[src/rtl/core/matrix4_inverse_adjugate_top_macros.svh]
// Assertion macros used by the matrix inverse controller.
`ifndef MATRIX4_INVERSE_ADJUGATE_TOP_MACROS_SVH
`define MATRIX4_INVERSE_ADJUGATE_TOP_MACROS_SVH
`ifndef NO_ASSERTIONS
`define MIA_ASSERT(lbl, prop) \
  lbl: assert property (@(posedge clk_i) disable iff (!rst_ni) prop) \
    else $error("mia assertion failed");
`define MIA_ASSERT_MSG(lbl, prop, msg) \
  lbl: assert property (@(posedge clk_i) disable iff (!rst_ni) prop) else $error(msg);
`else
`define MIA_ASSERT(lbl, prop)
`define MIA_ASSERT_MSG(lbl, prop, msg)
`endif
`endif

[src/rtl/core/mia_pkg.sv]
// Shared types and constants for the 4x4 matrix inverse block.
`default_nettype none
package mia_pkg;

  localparam int WIDE_W = 64;
  localparam logic [WIDE_W-1:0] WIDE_MAX = 64'h3FFF_FFFF_FFFF_FFFF;
  localparam int THR_W = 31;
  localparam int ADDR_W = 4;

  typedef enum logic [1:0] {
    BSEL_MEM  = 2'd0,
    BSEL_DACC = 2'd1,
    BSEL_TACC = 2'd2
  } bsel_e;

  typedef enum logic [1:0] {
    TGT_DACC = 2'd0,
    TGT_TACC = 2'd1,
    TGT_DET  = 2'd2
  } acc_tgt_e;

  typedef enum logic [1:0] {
    ACC_LOAD = 2'd0,
    ACC_ADD  = 2'd1,
    ACC_SUB  = 2'd2
  } acc_op_e;

  typedef struct packed {
    logic              wr_en;
    logic [ADDR_W-1:0] wr_addr;
    logic              rd_en;
    logic [ADDR_W-1:0] rd_addr;
    logic              ld_a;
    logic              ld_b;
    bsel_e             b_sel;
    logic              mul_pp;
    logic [1:0]        pp_idx;
    logic              mul_fin;
    logic              acc_en;
    acc_tgt_e          acc_tgt;
    acc_op_e           acc_op;
    logic              div_start;
    logic              div_neg;
  } dp_cmd_t;

  typedef struct packed {
    logic div_done;
    logic det_small;
  } dp_sts_t;

endpackage
`default_nettype wire

[src/rtl/core/mia_ctrl.sv]
// Controller: load counter and sequencer for determinant, minors and divides.
`default_nettype none
module mia_ctrl (
  input  wire logic               clk_i,
  input  wire logic               rst_ni,
  input  wire logic               start_i,
  output logic                    busy_o,
  input  wire mia_pkg::dp_sts_t   sts_i,
  output mia_pkg::dp_cmd_t        cmd_o,
  output logic                    valid_o,
  output logic                    singular_o,
  output logic                    last_o
);
  import mia_pkg::*;
`include "matrix4_inverse_adjugate_top_macros.svh"

  typedef enum logic [10:0] {
    S_IDLE = 11'b000_0000_0001,
    S_RDA  = 11'b000_0000_0010,
    S_RDB  = 11'b000_0000_0100,
    S_LDB  = 11'b000_0000_1000,
    S_MUL  = 11'b000_0001_0000,
    S_FIN  = 11'b000_0010_0000,
    S_ACC  = 11'b000_0100_0000,
    S_CHK  = 11'b000_1000_0000,
    S_DIV  = 11'b001_0000_0000,
    S_DIVW = 11'b010_0000_0000,
    S_EMIT = 11'b100_0000_0000
  } state_e;

  state_e     state_q;
  logic [3:0] load_q, step_q, idx_q;
  logic [1:0] pp_q;
  logic       out_phase_q, sing_q;

  function automatic logic [1:0] skip(input logic [1:0] i, input logic [1:0] s);
    return (i < s) ? i : i + 2'd1;
  endfunction

  // minor being evaluated: skipped row sr, skipped column sc
  logic [1:0] sr, sc, ai, aj, bi, bj;
  logic [ADDR_W-1:0] a_addr, b_addr;
  bsel_e      b_sel;
  acc_tgt_e   tgt;
  acc_op_e    op;
  logic       det_step;

  assign sr = out_phase_q ? idx_q[1:0] : 2'd0;
  assign sc = out_phase_q ? idx_q[3:2] : idx_q[1:0];

  always_comb begin
    ai = 2'd0; aj = 2'd0; bi = 2'd0; bj = 2'd0;
    b_sel = BSEL_MEM; tgt = TGT_DACC; op = ACC_LOAD; det_step = 1'b0;
    case (step_q)
      4'd0: begin ai = 2'd1; aj = 2'd1; bi = 2'd2; bj = 2'd2; end
      4'd1: begin ai = 2'd1; aj = 2'd2; bi = 2'd2; bj = 2'd1; op = ACC_SUB; end
      4'd2: begin ai = 2'd0; aj = 2'd0; b_sel = BSEL_DACC; tgt = TGT_TACC; end
      4'd3: begin ai = 2'd1; aj = 2'd0; bi = 2'd2; bj = 2'd2; end
      4'd4: begin ai = 2'd1; aj = 2'd2; bi = 2'd2; bj = 2'd0; op = ACC_SUB; end
      4'd5: begin
        ai = 2'd0; aj = 2'd1; b_sel = BSEL_DACC; tgt = TGT_TACC; op = ACC_SUB;
      end
      4'd6: begin ai = 2'd1; aj = 2'd0; bi = 2'd2; bj = 2'd1; end
      4'd7: begin ai = 2'd1; aj = 2'd1; bi = 2'd2; bj = 2'd0; op = ACC_SUB; end
      4'd8: begin
        ai = 2'd0; aj = 2'd2; b_sel = BSEL_DACC; tgt = TGT_TACC; op = ACC_ADD;
      end
      default: begin
        // first-row expansion term of the determinant
        det_step = 1'b1;
        b_sel    = BSEL_TACC;
        tgt      = TGT_DET;
        if (idx_q == 4'd0) begin
          op = ACC_LOAD;
        end else begin
          op = idx_q[0] ? ACC_SUB : ACC_ADD;
        end
      end
    endcase
  end

  assign a_addr = det_step ? {2'd0, idx_q[1:0]} : {skip(ai, sr), skip(aj, sc)};
  assign b_addr = {skip(bi, sr), skip(bj, sc)};

  always_comb begin
    cmd_o         = '0;
    cmd_o.b_sel   = b_sel;
    cmd_o.acc_tgt = tgt;
    cmd_o.acc_op  = op;
    cmd_o.wr_addr = load_q;
    cmd_o.pp_idx  = pp_q;
    cmd_o.div_neg = idx_q[0] ^ idx_q[2];
    case (state_q)
      S_IDLE: cmd_o.wr_en = start_i;
      S_RDA: begin
        cmd_o.rd_en   = 1'b1;
        cmd_o.rd_addr = a_addr;
      end
      S_RDB: begin
        cmd_o.ld_a    = 1'b1;
        cmd_o.rd_en   = 1'b1;
        cmd_o.rd_addr = b_addr;
      end
      S_LDB:   cmd_o.ld_b = 1'b1;
      S_MUL:   cmd_o.mul_pp = 1'b1;
      S_FIN:   cmd_o.mul_fin = 1'b1;
      S_ACC:   cmd_o.acc_en = 1'b1;
      S_DIV:   cmd_o.div_start = 1'b1;
      default: cmd_o.wr_en = 1'b0;
    endcase
  end

  always_ff @(posedge clk_i or negedge rst_ni) begin
    if (!rst_ni) begin
      state_q     <= S_IDLE;
      load_q      <= '0;
      step_q      <= '0;
      idx_q       <= '0;
      pp_q        <= '0;
      out_phase_q <= 1'b0;
      sing_q      <= 1'b0;
    end else begin
      case (state_q)
        S_IDLE: begin
          if (start_i) begin
            load_q <= load_q + 4'd1;
            if (load_q == 4'd15) begin
              state_q     <= S_RDA;
              step_q      <= '0;
              idx_q       <= '0;
              out_phase_q <= 1'b0;
            end
          end
        end
        S_RDA: state_q <= S_RDB;
        S_RDB: state_q <= S_LDB;
        S_LDB: begin
          pp_q    <= '0;
          state_q <= S_MUL;
        end
        S_MUL: begin
          pp_q <= pp_q + 2'd1;
          if (pp_q == 2'd3) begin
            state_q <= S_FIN;
          end
        end
        S_FIN: state_q <= S_ACC;
        S_ACC: begin
          if (!out_phase_q) begin
            if (step_q == 4'd9) begin
              step_q <= '0;
              if (idx_q == 4'd3) begin
                state_q <= S_CHK;
              end else begin
                idx_q   <= idx_q + 4'd1;
                state_q <= S_RDA;
              end
            end else begin
              step_q  <= step_q + 4'd1;
              state_q <= S_RDA;
            end
          end else if (step_q == 4'd8) begin
            state_q <= S_DIV;
          end else begin
            step_q  <= step_q + 4'd1;
            state_q <= S_RDA;
          end
        end
        S_CHK: begin
          sing_q <= sts_i.det_small;
          idx_q  <= '0;
          step_q <= '0;
          if (sts_i.det_small) begin
            state_q <= S_EMIT;
          end else begin
            out_phase_q <= 1'b1;
            state_q     <= S_RDA;
          end
        end
        S_DIV: state_q <= S_DIVW;
        S_DIVW: begin
          if (sts_i.div_done) begin
            state_q <= S_EMIT;
          end
        end
        S_EMIT: begin
          if (idx_q == 4'd15) begin
            state_q <= S_IDLE;
          end else begin
            idx_q <= idx_q + 4'd1;
            if (!sing_q) begin
              step_q  <= '0;
              state_q <= S_RDA;
            end
          end
        end
        default: state_q <= S_IDLE;
      endcase
    end
  end

  assign busy_o     = state_q != S_IDLE;
  assign valid_o    = state_q == S_EMIT;
  assign last_o     = valid_o && (idx_q == 4'd15);
  assign singular_o = valid_o && sing_q;

  `MIA_ASSERT(a_last_to_idle, valid_o && last_o |=> state_q == S_IDLE)
  `MIA_ASSERT(a_busy_fell, $fell(busy_o) |-> $past(last_o))
  `MIA_ASSERT(a_load_done, start_i && !busy_o && load_q == 4'd15 |=> busy_o)
  `MIA_ASSERT_MSG(a_sing_burst, singular_o && !last_o |=> singular_o, "singular burst broken")

endmodule
`default_nettype wire

[config.mk]
export PLATFORM = sky130hd
export DESIGN_NAME = mia_ctrl
export DESIGN_NICKNAME = d
export VERILOG_FILES = /design/src/rtl/core/mia_pkg.sv /design/src/rtl/core/mia_ctrl.sv
export VERILOG_INCLUDE_DIRS = /design/src /design/src/rtl/core
export SDC_FILE = /design/constraint.sdc
export NUM_CORES = 1
export LEC_CHECK = 0
export BUFFER_PORTS_ARGS = -buffer_cell sky130_fd_sc_hd__buf_2
export CAP_MARGIN = 20
export CELL_PAD_IN_SITES_DETAIL_PLACEMENT = 1
export CELL_PAD_IN_SITES_GLOBAL_PLACEMENT = 2
export CORE_MARGIN = 2
export CORE_UTILIZATION = 30
export CTS_BUF_LIST = sky130_fd_sc_hd__clkbuf_8
export CTS_CLUSTER_DIAMETER = 60
export DETAILED_ROUTE_END_ITERATION = 10
export PLACE_DENSITY = 0.78
export SLEW_MARGIN = 10
export SYNTH_ARGS = -nofsm -noshare
export SYNTH_HDL_FRONTEND = slang
export SYNTH_SLANG_ARGS = --single-unit
export TNS_END_PERCENT = 50
[constraint.sdc]
create_clock -name clk_i -period 3.25 [get_ports clk_i]
set_clock_uncertainty 0.1 [all_clocks]
set_input_delay 0.1625 -clock clk_i [delete_from_list [all_inputs] [get_ports clk_i]]
set_output_delay 0.1625 -clock clk_i [all_outputs]
set_load 0.02 [all_outputs]
# After elaboration in Yosys (flattened, before gate mapping)

Index checks and enable logic that the tools add are counted.

Bits in registers: 27
Input port bits: 5
Output and inout bits: 29
Word-level logic and storage cells: 131

$add $sub $neg: 8
$lt $le $gt $ge: 4
Equality and inequality tests: 37
Multiplexer cells: 53
Bitwise gates (word level): 1
Reductions and logical operators: 21

Operators with widths:

| kind                                                               | number |
|---|---|
| 11-bit case mux with 11 select lines                               | 1 |
| 11-bit 2-to-1 mux                                                  | 9 |
| 4-bit 2-to-1 mux                                                   | 12 |
| 4-bit case mux with 4 select lines                                 | 2 |
| 2-bit != test (second input constant)                              | 10 |
| 2-bit 2-to-1 mux                                                   | 9 |
| 4-bit by 3-bit == test with 1-bit output (second input constant)   | 4 |
| 4-bit == test (second input constant)                              | 4 |
| 2-bit case mux with 2 select lines                                 | 4 |
| 4-bit by 1-bit adder with 4-bit output (second input constant)     | 3 |
| 4-bit by 2-bit == test with 1-bit output (second input constant)   | 3 |
| 11-bit by 1-bit == test with 1-bit output (second input constant)  | 1 |
| 11-bit by 10-bit == test with 1-bit output (second input constant) | 1 |
| 11-bit == test (second input constant)                             | 1 |
| 11-bit by 2-bit == test with 1-bit output (second input constant)  | 1 |
| 11-bit by 3-bit == test with 1-bit output (second input constant)  | 1 |
| 11-bit by 4-bit == test with 1-bit output (second input constant)  | 1 |
| 11-bit by 5-bit == test with 1-bit output (second input constant)  | 1 |
| 11-bit by 6-bit == test with 1-bit output (second input constant)  | 1 |
| 11-bit by 7-bit == test with 1-bit output (second input constant)  | 1 |
| 11-bit by 8-bit == test with 1-bit output (second input constant)  | 1 |
| 11-bit by 9-bit == test with 1-bit output (second input constant)  | 1 |
| 1-bit 2-to-1 mux                                                   | 11 |
| 11-bit by 1-bit != test with 1-bit output (second input constant)  | 1 |
| 26 further kinds                                                   | 40 |

# Depth between registers and ports, before layout

Gate-level depths: netlist of run 1.

Word-level depth: 7
Mapped depth: 13
Depth with buffers taken out: 12

# Least setup slack after synthesis of run 1

No wires, ideal clock.

Path type: register to output
Start: register step_q[0]
End: output cmd_o[16] (netlist bit)
Data arrival time: 3.045 ns
Data required time: 2.987 ns
Path slack: -0.058 ns
Cell stages (with the launch flop): 14
Path buffers: 1
Path through: dfrtp_1 > inv_1 > ha_1 > clkbuf_1 > nor2_1 > a211oi_1 > inv_1 > ha_1 > nor2_1 > ha_1 > or2_2 > o31ai_1 > a211oi_1 > o32ai_1

RTL lines:

| item                   | line            | RTL |
|---|---|---|
| from (decl)            | mia_ctrl.sv:32  | `logic [3:0] load_q, step_q, idx_q;` |
| from (signal assigned) | mia_ctrl.sv:159 | `step_q <= step_q + 4'd1;` |
| from (signal assigned) | mia_ctrl.sv:165 | `step_q <= step_q + 4'd1;` |
| to (decl)              | mia_ctrl.sv:9   | `output mia_pkg::dp_cmd_t cmd_o,` |

==> results of run 1 <==
-- worst max-delay path, delay by kind of cell, from the launching register on --
family | cells | cell delay [ns]
AO/OA/AOI/OAI | 4 | 0.71
flip-flops | 1 | 0.43
buffers and inverters | 3 | 0.37
AND/OR/NAND/NOR | 3 | 0.43
adder cells (fa/ha/maj) | 3 | 0.58
-- flip-flops by register name, indices dropped and copies added (netlist names) --
name and count:
out_phase_q 1, step_q 4, state_q 11, pp_q 2, idx_q 4, sing_q 1
load_q 4
-- area by class of cell --
type | instances | share of cell area, %
Timing Repair Buffer | 50 | 11.01
Sequential cell | 27 | 25.08
Inverter | 22 | 3.054
Tap cell | 99 | 4.581
Clock inverter | 1 | 0.1851
Clock buffer | 3 | 1.527
Multi-Input combinational cell | 201 | 54.56
-- cell families (layout without fill, tap and decap cells) --
group                    Yosys count  after routing  share of synthesized area [%]
flip-flops                        27             27                          29.96
XOR/XNOR                          10             10                          3.876
AO/OA/AOI/OAI                     57             57                          17.66
multiplexers                      15             15                          7.143
AND/OR/NAND/NOR                  106            106                          25.97
adder cells (fa/ha/maj)           13             13                          7.198
buffers and inverters             44             76                          8.195
-- Yosys cell counts (2+ instances only) --
library cell and n:
nor2_1 28, dfrtp_1 26, inv_1 22, clkbuf_1 16
nand2_1 16, ha_1 13, a21oi_1 11, o21ai_0 11
mux2i_1 9, nor3_1 9, nand3_1 7, nand4_1 6
o22ai_1 6, o31ai_1 6, xnor2_1 6, mux2_2 5
or3_1 5, or4_1 5, and3_1 4, nand3b_1 4
or2_2 4, xor2_1 4, a211oi_1 3, buf_4 3
nor2b_1 3, nor4_1 3, o21a_1 2, o41ai_1 2
-- power by group through the flow --
stage               registers, W  logic (W)  clock network, W
global placement        0.000605    0.00109                 0
CTS                     0.000608    0.00115          0.000213
global route            0.000632    0.00132          0.000228
detailed placement      0.000612    0.00111                 0
finish                  0.000609    0.00119          0.000202
floorplan               0.000544   0.000851                 0
-- final timing paths --
path	depth (start not counted)	start	to	slack (ns)
min reg2reg	1	pp_q[0]	pp_q[0]	0.42
max in group asynchronous	2	rst_ni	step_q[0]	2.22
max reg2reg	5	state_q[3]	step_q[0]	0.48
min in group asynchronous	2	rst_ni	state_q[4]	0.36
max	13	step_q[1]	cmd_o[16]	0.18
min	2	sts_i[0]	sing_q	0.05
-- per-stage QoR --
step / std cells / cell area, µm² / worst slack, ns
CTS: 399 / 2645 / 0.03679
floorplan: 272 / 2267 / 0.1244
global route: 403 / 2704 / 0.01157
global placement: 392 / 2529 / 0.2257
finish: 403 / 2704 / 0.1767
detailed placement: 392 / 2529 / 0.08295
-- per-layer routing --
metal	up-vias	global-route usage, %	share of wire (%)
met5	-	0	0
li1	1049	-	-
met4	0	2.399	0.78
met2	24	29.23	51
met1	1081	21.13	46
met3	4	2.254	1.9
-- repair_timing --
item / CTS / global route
cloned: 0 / 0
hold endpoints to repair: 26 / 0
setup buffers: 2 / 4
setup endpoints to repair: 2 / 2
hold buffers: 1 / 0
pin swaps: 0 / 7
resized for setup: 11 / 8
==> metrics.md, run 1 <==
| Metric | Value |
|---|---|
| Status | `finished, final reports clean` |
| Layout net count | `323` |
| Clock Latency Late Sink | `0.28 ns` |
| Ys Warns | `0` |
| Ratio of cells with drive above 1 in the final layout | `28.29%` |
| Fmax | `325.4 MHz` |
| Critical path data arrival time | `2.81 ns` |
| CTS root buffer | `clkbuf_8` |
| Worst Hold Class | `primary input to register` |
| Diode count | `0` |
| Synth top area share | `28.79%` |
| Cells after Synth | `272` |
| Clk pwr share | `10.1%` |
| Multi-input gate area | `0.001475 mm²` |
| Die Width | `90.79 µm` |
| H-tree levels | `1` |
| P_leak | `1.266 nW` |
| Routed vias | `2158` |
| 1st-pass router iterations | `4` |
| Global-route wire length before repair | `11090 µm` |
| Part of the power in registers | `30.4%` |
| Final Critical Period | `3.073 ns` |
| Final Setup Violations | `0` |
| Sequential area share after synthesis | `29.96%` |
| Total grt overflow | `0` |
| Total GRT Usage | `16.26%` |
| Core Util, Final | `37.08%` |
| Post-synth EDFFs | `0` |
| Final Wtd Congestion | `0.7768` |
| Final WL | `6571 µm` |
| Die Area | `0.008243 mm²` |
| Pins Over Slew Limit | `0` |
| Largest net degree at the start of global routing | `28` |
| Port-buffer cells | `33` |
| Post-Syn Nets | `290` |
| Final Hold Viols | `0` |
| Req. time, crit path | `2.99 ns` |
| Relative max-transition margin | `55.51%` |
| Hold slack | `0.05130 ns` |
| Row Count | `31` |
| Commonest non-fill, non-tap cell in the layout | `buf_2` |
| RSZ-0062 raised after global routing | `false` |
| Avg WL per Cell | `16.31 µm` |
| DR vias/cell | `5.355` |
| Routed Antenna Nets | `0` |
| Tcrit/Tclk final | `94.56%` |
| FILL cells | `924` |
| Int Power | `0.001046 W` |
| MaxCap Viol Count | `0` |
| Leading cell types in the layout, fill and taps excluded | `32 x buf_2, 26 x nor2_1, 25 x dfrtp_1, 20 x inv_1, 17 x buf_4` |
| CTS clk-pin slew, worst paths | `0.10 ns` |
| VDD IR-drop max | `0.2527 mV` |
| Initial Utilization | `30.99%` |
| Iteration-0 DRC Markers | `112` |
| CTS Buffer Depth | `2` |
| Synth top area cells | `dfrtp_1 29%, ha_1 7.2%, nor2_1 4.7%` |
| CP cell instances | `inv_2, ha_4, nor2_1, a211oi_2, inv_1, ha_1, nor2_2, ha_4, or2_4, o311a_1, a211oi_2, o32ai_2, buf_4` |
| Net switching power | `0.0009545 W` |
| CP startpoint kind | `register` |
| Clock sink total | `27` |
| Total power | `0.002001 W` |
| CP max stage delay | `0.43 ns` |
| CTS tree | `done` |
| Drt drc | `0` |
| Core area | `0.007292 mm²` |
| Synthesized cell area | `0.002260 mm²` |
| Combinational share of power | `59.5%` |
| Synth area leader | `dfrtp_1` |
| Area Overhead vs Synth | `19.66%` |
| TNS Setup | `0 ns` |
| Sequential cell area | `678.2 µm²` |
| CTS Buf Count | `3` |
| Synth cell types | `61` |
| Synth async-reset ratio | `100.0%` |
| Hpwl dp | `4839 µm` |
| Ports | `34` |
| Die Y-Extent | `90.79 µm` |
| Post-synthesis register bit count | `27` |
| CP max FO | `5` |
| Initial antenna violation count | `0` |
| Crit path capture type | `output port` |
| Main flop type after synthesis | `dfrtp_1` |
| Measured slew at the worst slew-check pin | `0.6674 ns` |
| CP max-delay cell | `dfrtp_1` |
| Power density cells | `739.9 mW/mm²` |
| Post-Syn Area per Cell | `8.308 µm²` |
| Critical path type | `register to output port` |
| Sw Ratio | `47.71%` |
| Vias in the first global route | `2166` |
(Power assumes the default switching activity.)
==> run 2, diff against run 1 <==
==> constraint.sdc (replaced) <==
create_clock -name clk_i -period 3.25 [get_ports clk_i]
set_clock_uncertainty 0.1 [all_clocks]
set_input_delay 0.1625 -clock clk_i [delete_from_list [all_inputs] [get_ports clk_i]]
set_output_delay 0.1625 -clock clk_i [all_outputs]
set_load 0.1 [all_outputs]
==> run 2 against run 1 <==
Utilization is 0.79 points higher. Worst setup slack worse by 0.098 ns. Flip-flop and latch count stayed put. Critical path type unchanged. Critical path depth stayed put. Sequential power hardly changed. Global-route usage is 0.60 points lower. Maximum frequency is 3.1% lower.
==> metrics.md, run 2 (synthesized netlist as in run 1, its figures left out) <==
| Metric | Value |
|---|---|
| Final WL | `6373 µm` |
| Final Setup Violations | `0` |
| Hpwl dp | `4864 µm` |
| Layout net count | `320` |
| Final Critical Period | `3.171 ns` |
| Routed Antenna Nets | `0` |
| Tcrit/Tclk final | `97.57%` |
| Commonest non-fill, non-tap cell in the layout | `buf_2` |
| Placed insts | `393` |
| Ports | `34` |
| Vias in the first global route | `2156` |
| Fmax | `315.3 MHz` |
| Core area | `0.007292 mm²` |
| Port-buffer cells | `33` |
| P_leak | `1.259 nW` |
| Power density cells | `986.6 mW/mm²` |
| Diode count | `0` |
| CTS Buffer Depth | `2` |
| H-tree levels | `1` |
| CP startpoint kind | `register` |
| Area Overhead vs Synth | `22.20%` |
| CTS Buf Count | `3` |
| Clk pwr share | `7.5%` |
| Relative max-transition margin | `56.83%` |
| Iteration-0 DRC Markers | `86` |
| Clock sink total | `27` |
| Die Y-Extent | `90.79 µm` |
| Combinational share of power | `70.3%` |
| Routed vias | `2105` |
| Measured slew at the worst slew-check pin | `0.6475 ns` |
| 1st-pass router iterations | `4` |
| Global-route wire length before repair | `10740 µm` |
| VDD IR-drop max | `0.5223 mV` |
| Critical path data arrival time | `2.91 ns` |
| Pins Over Slew Limit | `0` |
| Req. time, crit path | `2.99 ns` |
| MaxCap Viol Count | `0` |
| Worst Hold Class | `primary input to register` |
| Top reg by flops | `state_q` |
| Flop-to-flop setup slack | `0.48 ns` |
| Total power | `0.002724 W` |
| Crit path capture type | `output port` |
| Clock Latency Late Sink | `0.28 ns` |
| CTS root buffer | `clkbuf_8` |
| Post-route insts no fill | `400` |
| Initial antenna violation count | `0` |
| CTS tree | `done` |
| Net switching power | `0.001661 W` |
| Status | `finished, final reports clean` |
| CP max FO | `8` |
| Part of the power in registers | `22.2%` |
| RSZ-0062 raised after global routing | `true` |
| CTS clk-pin slew, worst paths | `0.10 ns` |
| Ratio of cells with drive above 1 in the final layout | `29.90%` |
| Int Power | `0.001064 W` |
| Max reg flops | `11` |
| Final Hold Viols | `0` |
| Total grt overflow | `0` |
| Row Count | `31` |
| Leading cell types in the layout, fill and taps excluded | `30 x buf_2, 25 x dfrtp_1, 24 x nor2_1, 20 x inv_1, 16 x nand2_1` |
| Drt drc | `0` |
| Sw Ratio | `60.96%` |
| DR vias/cell | `5.263` |
| Die Area | `0.008243 mm²` |
| Die Width | `90.79 µm` |
| Avg WL per Cell | `15.93 µm` |
| Largest net degree at the start of global routing | `28` |
| Final Wtd Congestion | `0.8192` |
| Total GRT Usage | `15.66%` |
| Critical path type | `register to output port` |
| Initial Utilization | `30.99%` |
==> run 2: worst paths after layout <==
check                             to       start  cells after the start
max reg2reg                step_q[0]  state_q[3]                      5
min in group asynchronous    pp_q[0]      rst_ni                      2
min reg2reg                load_q[3]   load_q[3]                      1
min                           sing_q    sts_i[0]                      2
max in group asynchronous  step_q[0]      rst_ni                      2
max                        cmd_o[16]   step_q[1]                     13
==> run 2: timing repair <==
item                       CTS  global route
pin swaps                    3             2
buffers inserted             2             0
hold buffers                 1             0
resized for setup            8             5
hold endpoints to repair    26             0
setup endpoints to repair    2             3
==> run 2: power groups by stage <==
stage | Combinational (W) | Clock (W) | Sequential (W)
3_3_place_gp | 0.00186 | 0 | 0.000608
4_1_cts | 0.00193 | 0.000215 | 0.000607
3_5_place_dp | 0.00189 | 0 | 0.000613
2_1_floorplan | 0.00141 | 0 | 0.000747
5_1_grt | 0.00204 | 0.000231 | 0.000629
6_report | 0.00191 | 0.000204 | 0.000606
==> run 2: routing by layer <==
layer | GRT usage [%] | vias up | wire, µm
li1 | - | 1037 | -
met1 | 20.56 | 1035 | 2996
met2 | 27.43 | 29 | 3188
met3 | 2.421 | 4 | 137
met4 | 2.904 | 0 | 49
met5 | 0 | - | 0
==> run 2: layout make-up <==
type | instances | area (µm²)
Clock buffer | 3 | 41.29
Timing Repair Buffer | 47 | 305.3
Multi-Input combinational cell | 201 | 1523
Tap cell | 99 | 123.9
Inverter | 22 | 82.58
Fill cell | 884 | 4531
Sequential cell | 27 | 678.2
Clock inverter | 1 | 7.507
==> run 2: per-stage QoR <==
stage / hold WS, ns / worst slack [ns] / instance area (µm²) / setup TNS (ns) / utilization (%)
after CTS: 0.04923 / 0.007021 / 2751 / 0 / 37.73
final: 0.05788 / 0.07885 / 2761 / 0 / 37.87
after floorplan: -0.2331 / -0.2890 / 2355 / -0.3455 / -
after global routing: 0.04635 / -0.08406 / 2761 / -0.1654 / 37.87
after detailed placement: 0.1336 / 0.05239 / 2644 / 0 / 36.26
after global placement: 0.1292 / 0.2040 / 2644 / 0 / 36.26
==> run 2: worst max-delay path, stage by stage, from the launching register on <==
cell	delay (ns)
dfrtp_1	0.45
inv_2	0.13
ha_4	0.19
nor2_1	0.06
a211oi_2	0.24
inv_1	0.07
ha_2	0.17
nor2_2	0.12
ha_1	0.26
or2_4	0.25
o311a_1	0.14
a211oi_2	0.23
o32ai_4	0.12
buf_12	0.18
==> run 3, diff against run 2 <==
--- a/config.mk
+++ b/config.mk
@@ -11,11 +11,11 @@
 export CELL_PAD_IN_SITES_DETAIL_PLACEMENT = 1
 export CELL_PAD_IN_SITES_GLOBAL_PLACEMENT = 2
 export CORE_MARGIN = 2
-export CORE_UTILIZATION = 30
+export CORE_UTILIZATION = 35
 export CTS_BUF_LIST = sky130_fd_sc_hd__clkbuf_8
 export CTS_CLUSTER_DIAMETER = 60
 export DETAILED_ROUTE_END_ITERATION = 10
-export PLACE_DENSITY = 0.78
+export PLACE_DENSITY = 0.88
 export SLEW_MARGIN = 10
 export SYNTH_ARGS = -nofsm -noshare
 export SYNTH_HDL_FRONTEND = slang
==> run 3 against run 2 <==
Count of clock-buffer cells in the layout is the same. Combinational power grew 4%. Register-to-register slack gained 0.02 ns. Sequential share of layout area shrank 0.55 points. The flow now finishes with violations (setup timing). Worst setup slack lost 0.087 ns. Non-clock buffer count grew 9. Critical path type unchanged. Clock power grew 4%. Die area shrank 14%. Maximum frequency shrank 2.7%. Largest cell class unchanged. Design area grew 2.3%.
==> metrics.md, run 3 (synthesized netlist as in run 1, its figures left out) <==
| Metric | Value |
|---|---|
| Status | `complete, but fails checks` |
| Failing checks | `setup timing` |
| Die Y-Extent | `84.35 µm` |
| Commonest non-fill, non-tap cell in the layout | `buf_2` |
| Max reg flops | `11` |
| Tcrit/Tclk final | `100.2%` |
| Post-route insts no fill | `387` |
| Cell Area, Placed | `0.002624 mm²` |
| MaxCap Viol Count | `0` |
| Die Area | `0.007115 mm²` |
| Int Power | `0.001112 W` |
| DR vias/cell | `5.527` |
| Global-route wire length before repair | `10740 µm` |
| Sw Ratio | `60.36%` |
| Initial Utilization | `35.79%` |
| Req. time, crit path | `2.99 ns` |
| Diode count | `0` |
| Worst path depth | `13` |
| CP max-delay cell | `dfrtp_1` |
| Initial antenna violation count | `0` |
| Clock sink total | `27` |
| Hpwl dp | `4714 µm` |
| Drt drc | `0` |
| CTS Buf Count | `3` |
| Sequential cell area | `678.2 µm²` |
| CP max FO | `5` |
| Power density cells | `993.4 mW/mm²` |
| Total grt overflow | `0` |
| Final Wtd Congestion | `0.7868` |
| Ratio of cells with drive above 1 in the final layout | `32.58%` |
| Vias in the first global route | `2132` |
| Placed insts | `372` |
| CTS tree | `done` |
| Worst setup margin | `-0.007926 ns` |
| VDD IR-drop max | `0.5918 mV` |
| Final Setup Violations | `1` |
| CTS Buffer Depth | `2` |
| Worst Hold Class | `primary input to register` |
| FILL cells | `766` |
| TNS Setup | `-0.007926 ns` |
| Reg2Reg Depth | `5` |
| Leading cell types in the layout, fill and taps excluded | `30 x buf_2, 25 x dfrtp_1, 24 x nor2_1, 21 x buf_4, 20 x inv_1` |
| Routed vias | `2139` |
| Measured slew at the worst slew-check pin | `0.6387 ns` |
| Final WL | `6386 µm` |
| Part of the power in registers | `21.7%` |
| Ports | `34` |
| Avg WL per Cell | `16.50 µm` |
| Number of buffers and inverters on the critical path | `3` |
| CP startpoint kind | `register` |
| 1st-pass router iterations | `4` |
| Largest net degree at the start of global routing | `28` |
| Final Critical Period | `3.258 ns` |
| Critical path data arrival time | `3.00 ns` |
| Clock Latency Late Sink | `0.29 ns` |
| Final Hold Viols | `0` |
| Routed Antenna Nets | `0` |
| H-tree levels | `1` |
| Core area | `0.006314 mm²` |
| Iteration-0 DRC Markers | `66` |
| Top reg by flops | `state_q` |
| RSZ-0062 raised after global routing | `true` |
| Area Overhead vs Synth | `25.03%` |
| P_leak | `1.307 nW` |
| CTS clk-pin slew, worst paths | `0.11 ns` |
| Pins Over Slew Limit | `0` |
| Relative max-transition margin | `57.42%` |
| Combinational share of power | `70.7%` |
| CP cell instances | `inv_2, ha_4, nor2_1, a211oi_2, inv_1, ha_2, nor2_4, ha_4, or2_4, o311a_1, a211oi_2, o32ai_4, buf_12` |
| Die Width | `84.35 µm` |
| Clk pwr share | `7.6%` |
| Multi-input gate area | `0.001541 mm²` |
| CTS root buffer | `clkbuf_8` |
| CP max stage delay | `0.44 ns` |
| Crit path capture type | `output port` |
| Fmax | `306.9 MHz` |
| Critical path type | `register to output port` |
| CP top delay family | `compound AO/OA/AOI/OAI gates` |
| Row Count | `29` |
| Total GRT Usage | `18.40%` |
| Net switching power | `0.001694 W` |
| Layout net count | `329` |
| Final design area excluding fillers | `0.002825 mm²` |
| Port-buffer cells | `33` |
| Worst hold path depth | `2` |
## run 3: cell count changes in the layout (fill, tap and decap cells not counted)
cell / change
inv_6: +1
clkinvlp_4: -1
ha_1: -1
o21a_2: +1
buf_4: +8
nor2_4: +1
buf_6: +1
nor2_2: -1
o21a_1: -1
ha_4: +1
## run 3: worst paths after layout
check	from	to	slack, ns
hold / removal	sts_i[0]	sing_q	0.04
setup reg to reg	state_q[2]	step_q[0]	0.50
setup / recovery	step_q[1]	cmd_o[16]	-0.008
max in group asynchronous	rst_ni	step_q[0]	2.29
min in group asynchronous	rst_ni	load_q[3]	0.32
hold reg to reg	load_q[3]	load_q[3]	0.41
## run 3: cell type report
cell class,instances,area share [%]
multi-input cells,201,54.56
clock buffers,3,1.461
well taps,77,3.410
clock inverters,1,0.3100
flip-flops and latches,27,24.00
repair buffers,56,13.33
inverters,22,2.923
## run 3: power groups by stage
stage / clock network [W] / logic (W) / registers [W]
CTS: 0.000221 / 0.00193 / 0.000607
global placement: 0 / 0.00185 / 0.000611
floorplan: 0 / 0.00141 / 0.000747
finish: 0.000213 / 0.00198 / 0.000609
detailed placement: 0 / 0.00189 / 0.000612
global route: 0.000233 / 0.00211 / 0.000634
## run 3: metrics by stage
step	util [%]	worst slack (ns)	hold WS, ns	power [W]
global placement	41.56	0.2406	0.1236	0.002463
global route	44.75	-0.1724	0.03350	0.002981
finish	44.75	-0.007926	0.03749	0.002806
floorplan	-	-0.2890	-0.2331	0.002159
CTS	43.28	0.02026	0.03774	0.002764
detailed placement	41.56	0.06874	0.1352	0.002502
## run 3: repair_timing
| item | CTS | global route |
|---|---|---|
| buffers inserted | 3 | 7 |
| pin swaps | 3 | 9 |
| setup endpoints to repair | 2 | 3 |
| endpoints found under the hold margin | 26 | 0 |
| gates resized for setup | 8 | 9 |
| hold buffers | 1 | 0 |
## run 3: worst register-to-register path: stages, from the launching register on
cell and delay [ns]:
dfrtp_1 0.48, or4_1 0.68, or4_4 0.60, o41a_4 0.16
nor3_4 0.30, mux2_4 0.33
## run 3: layer usage
metal	global-route usage (%)	up-vias	wire, µm
li1	-	1066	-
met1	24.98	1033	2975
met2	31.67	29	3157
met3	2.458	11	159
met4	3.463	0	93
met5	0	-	0
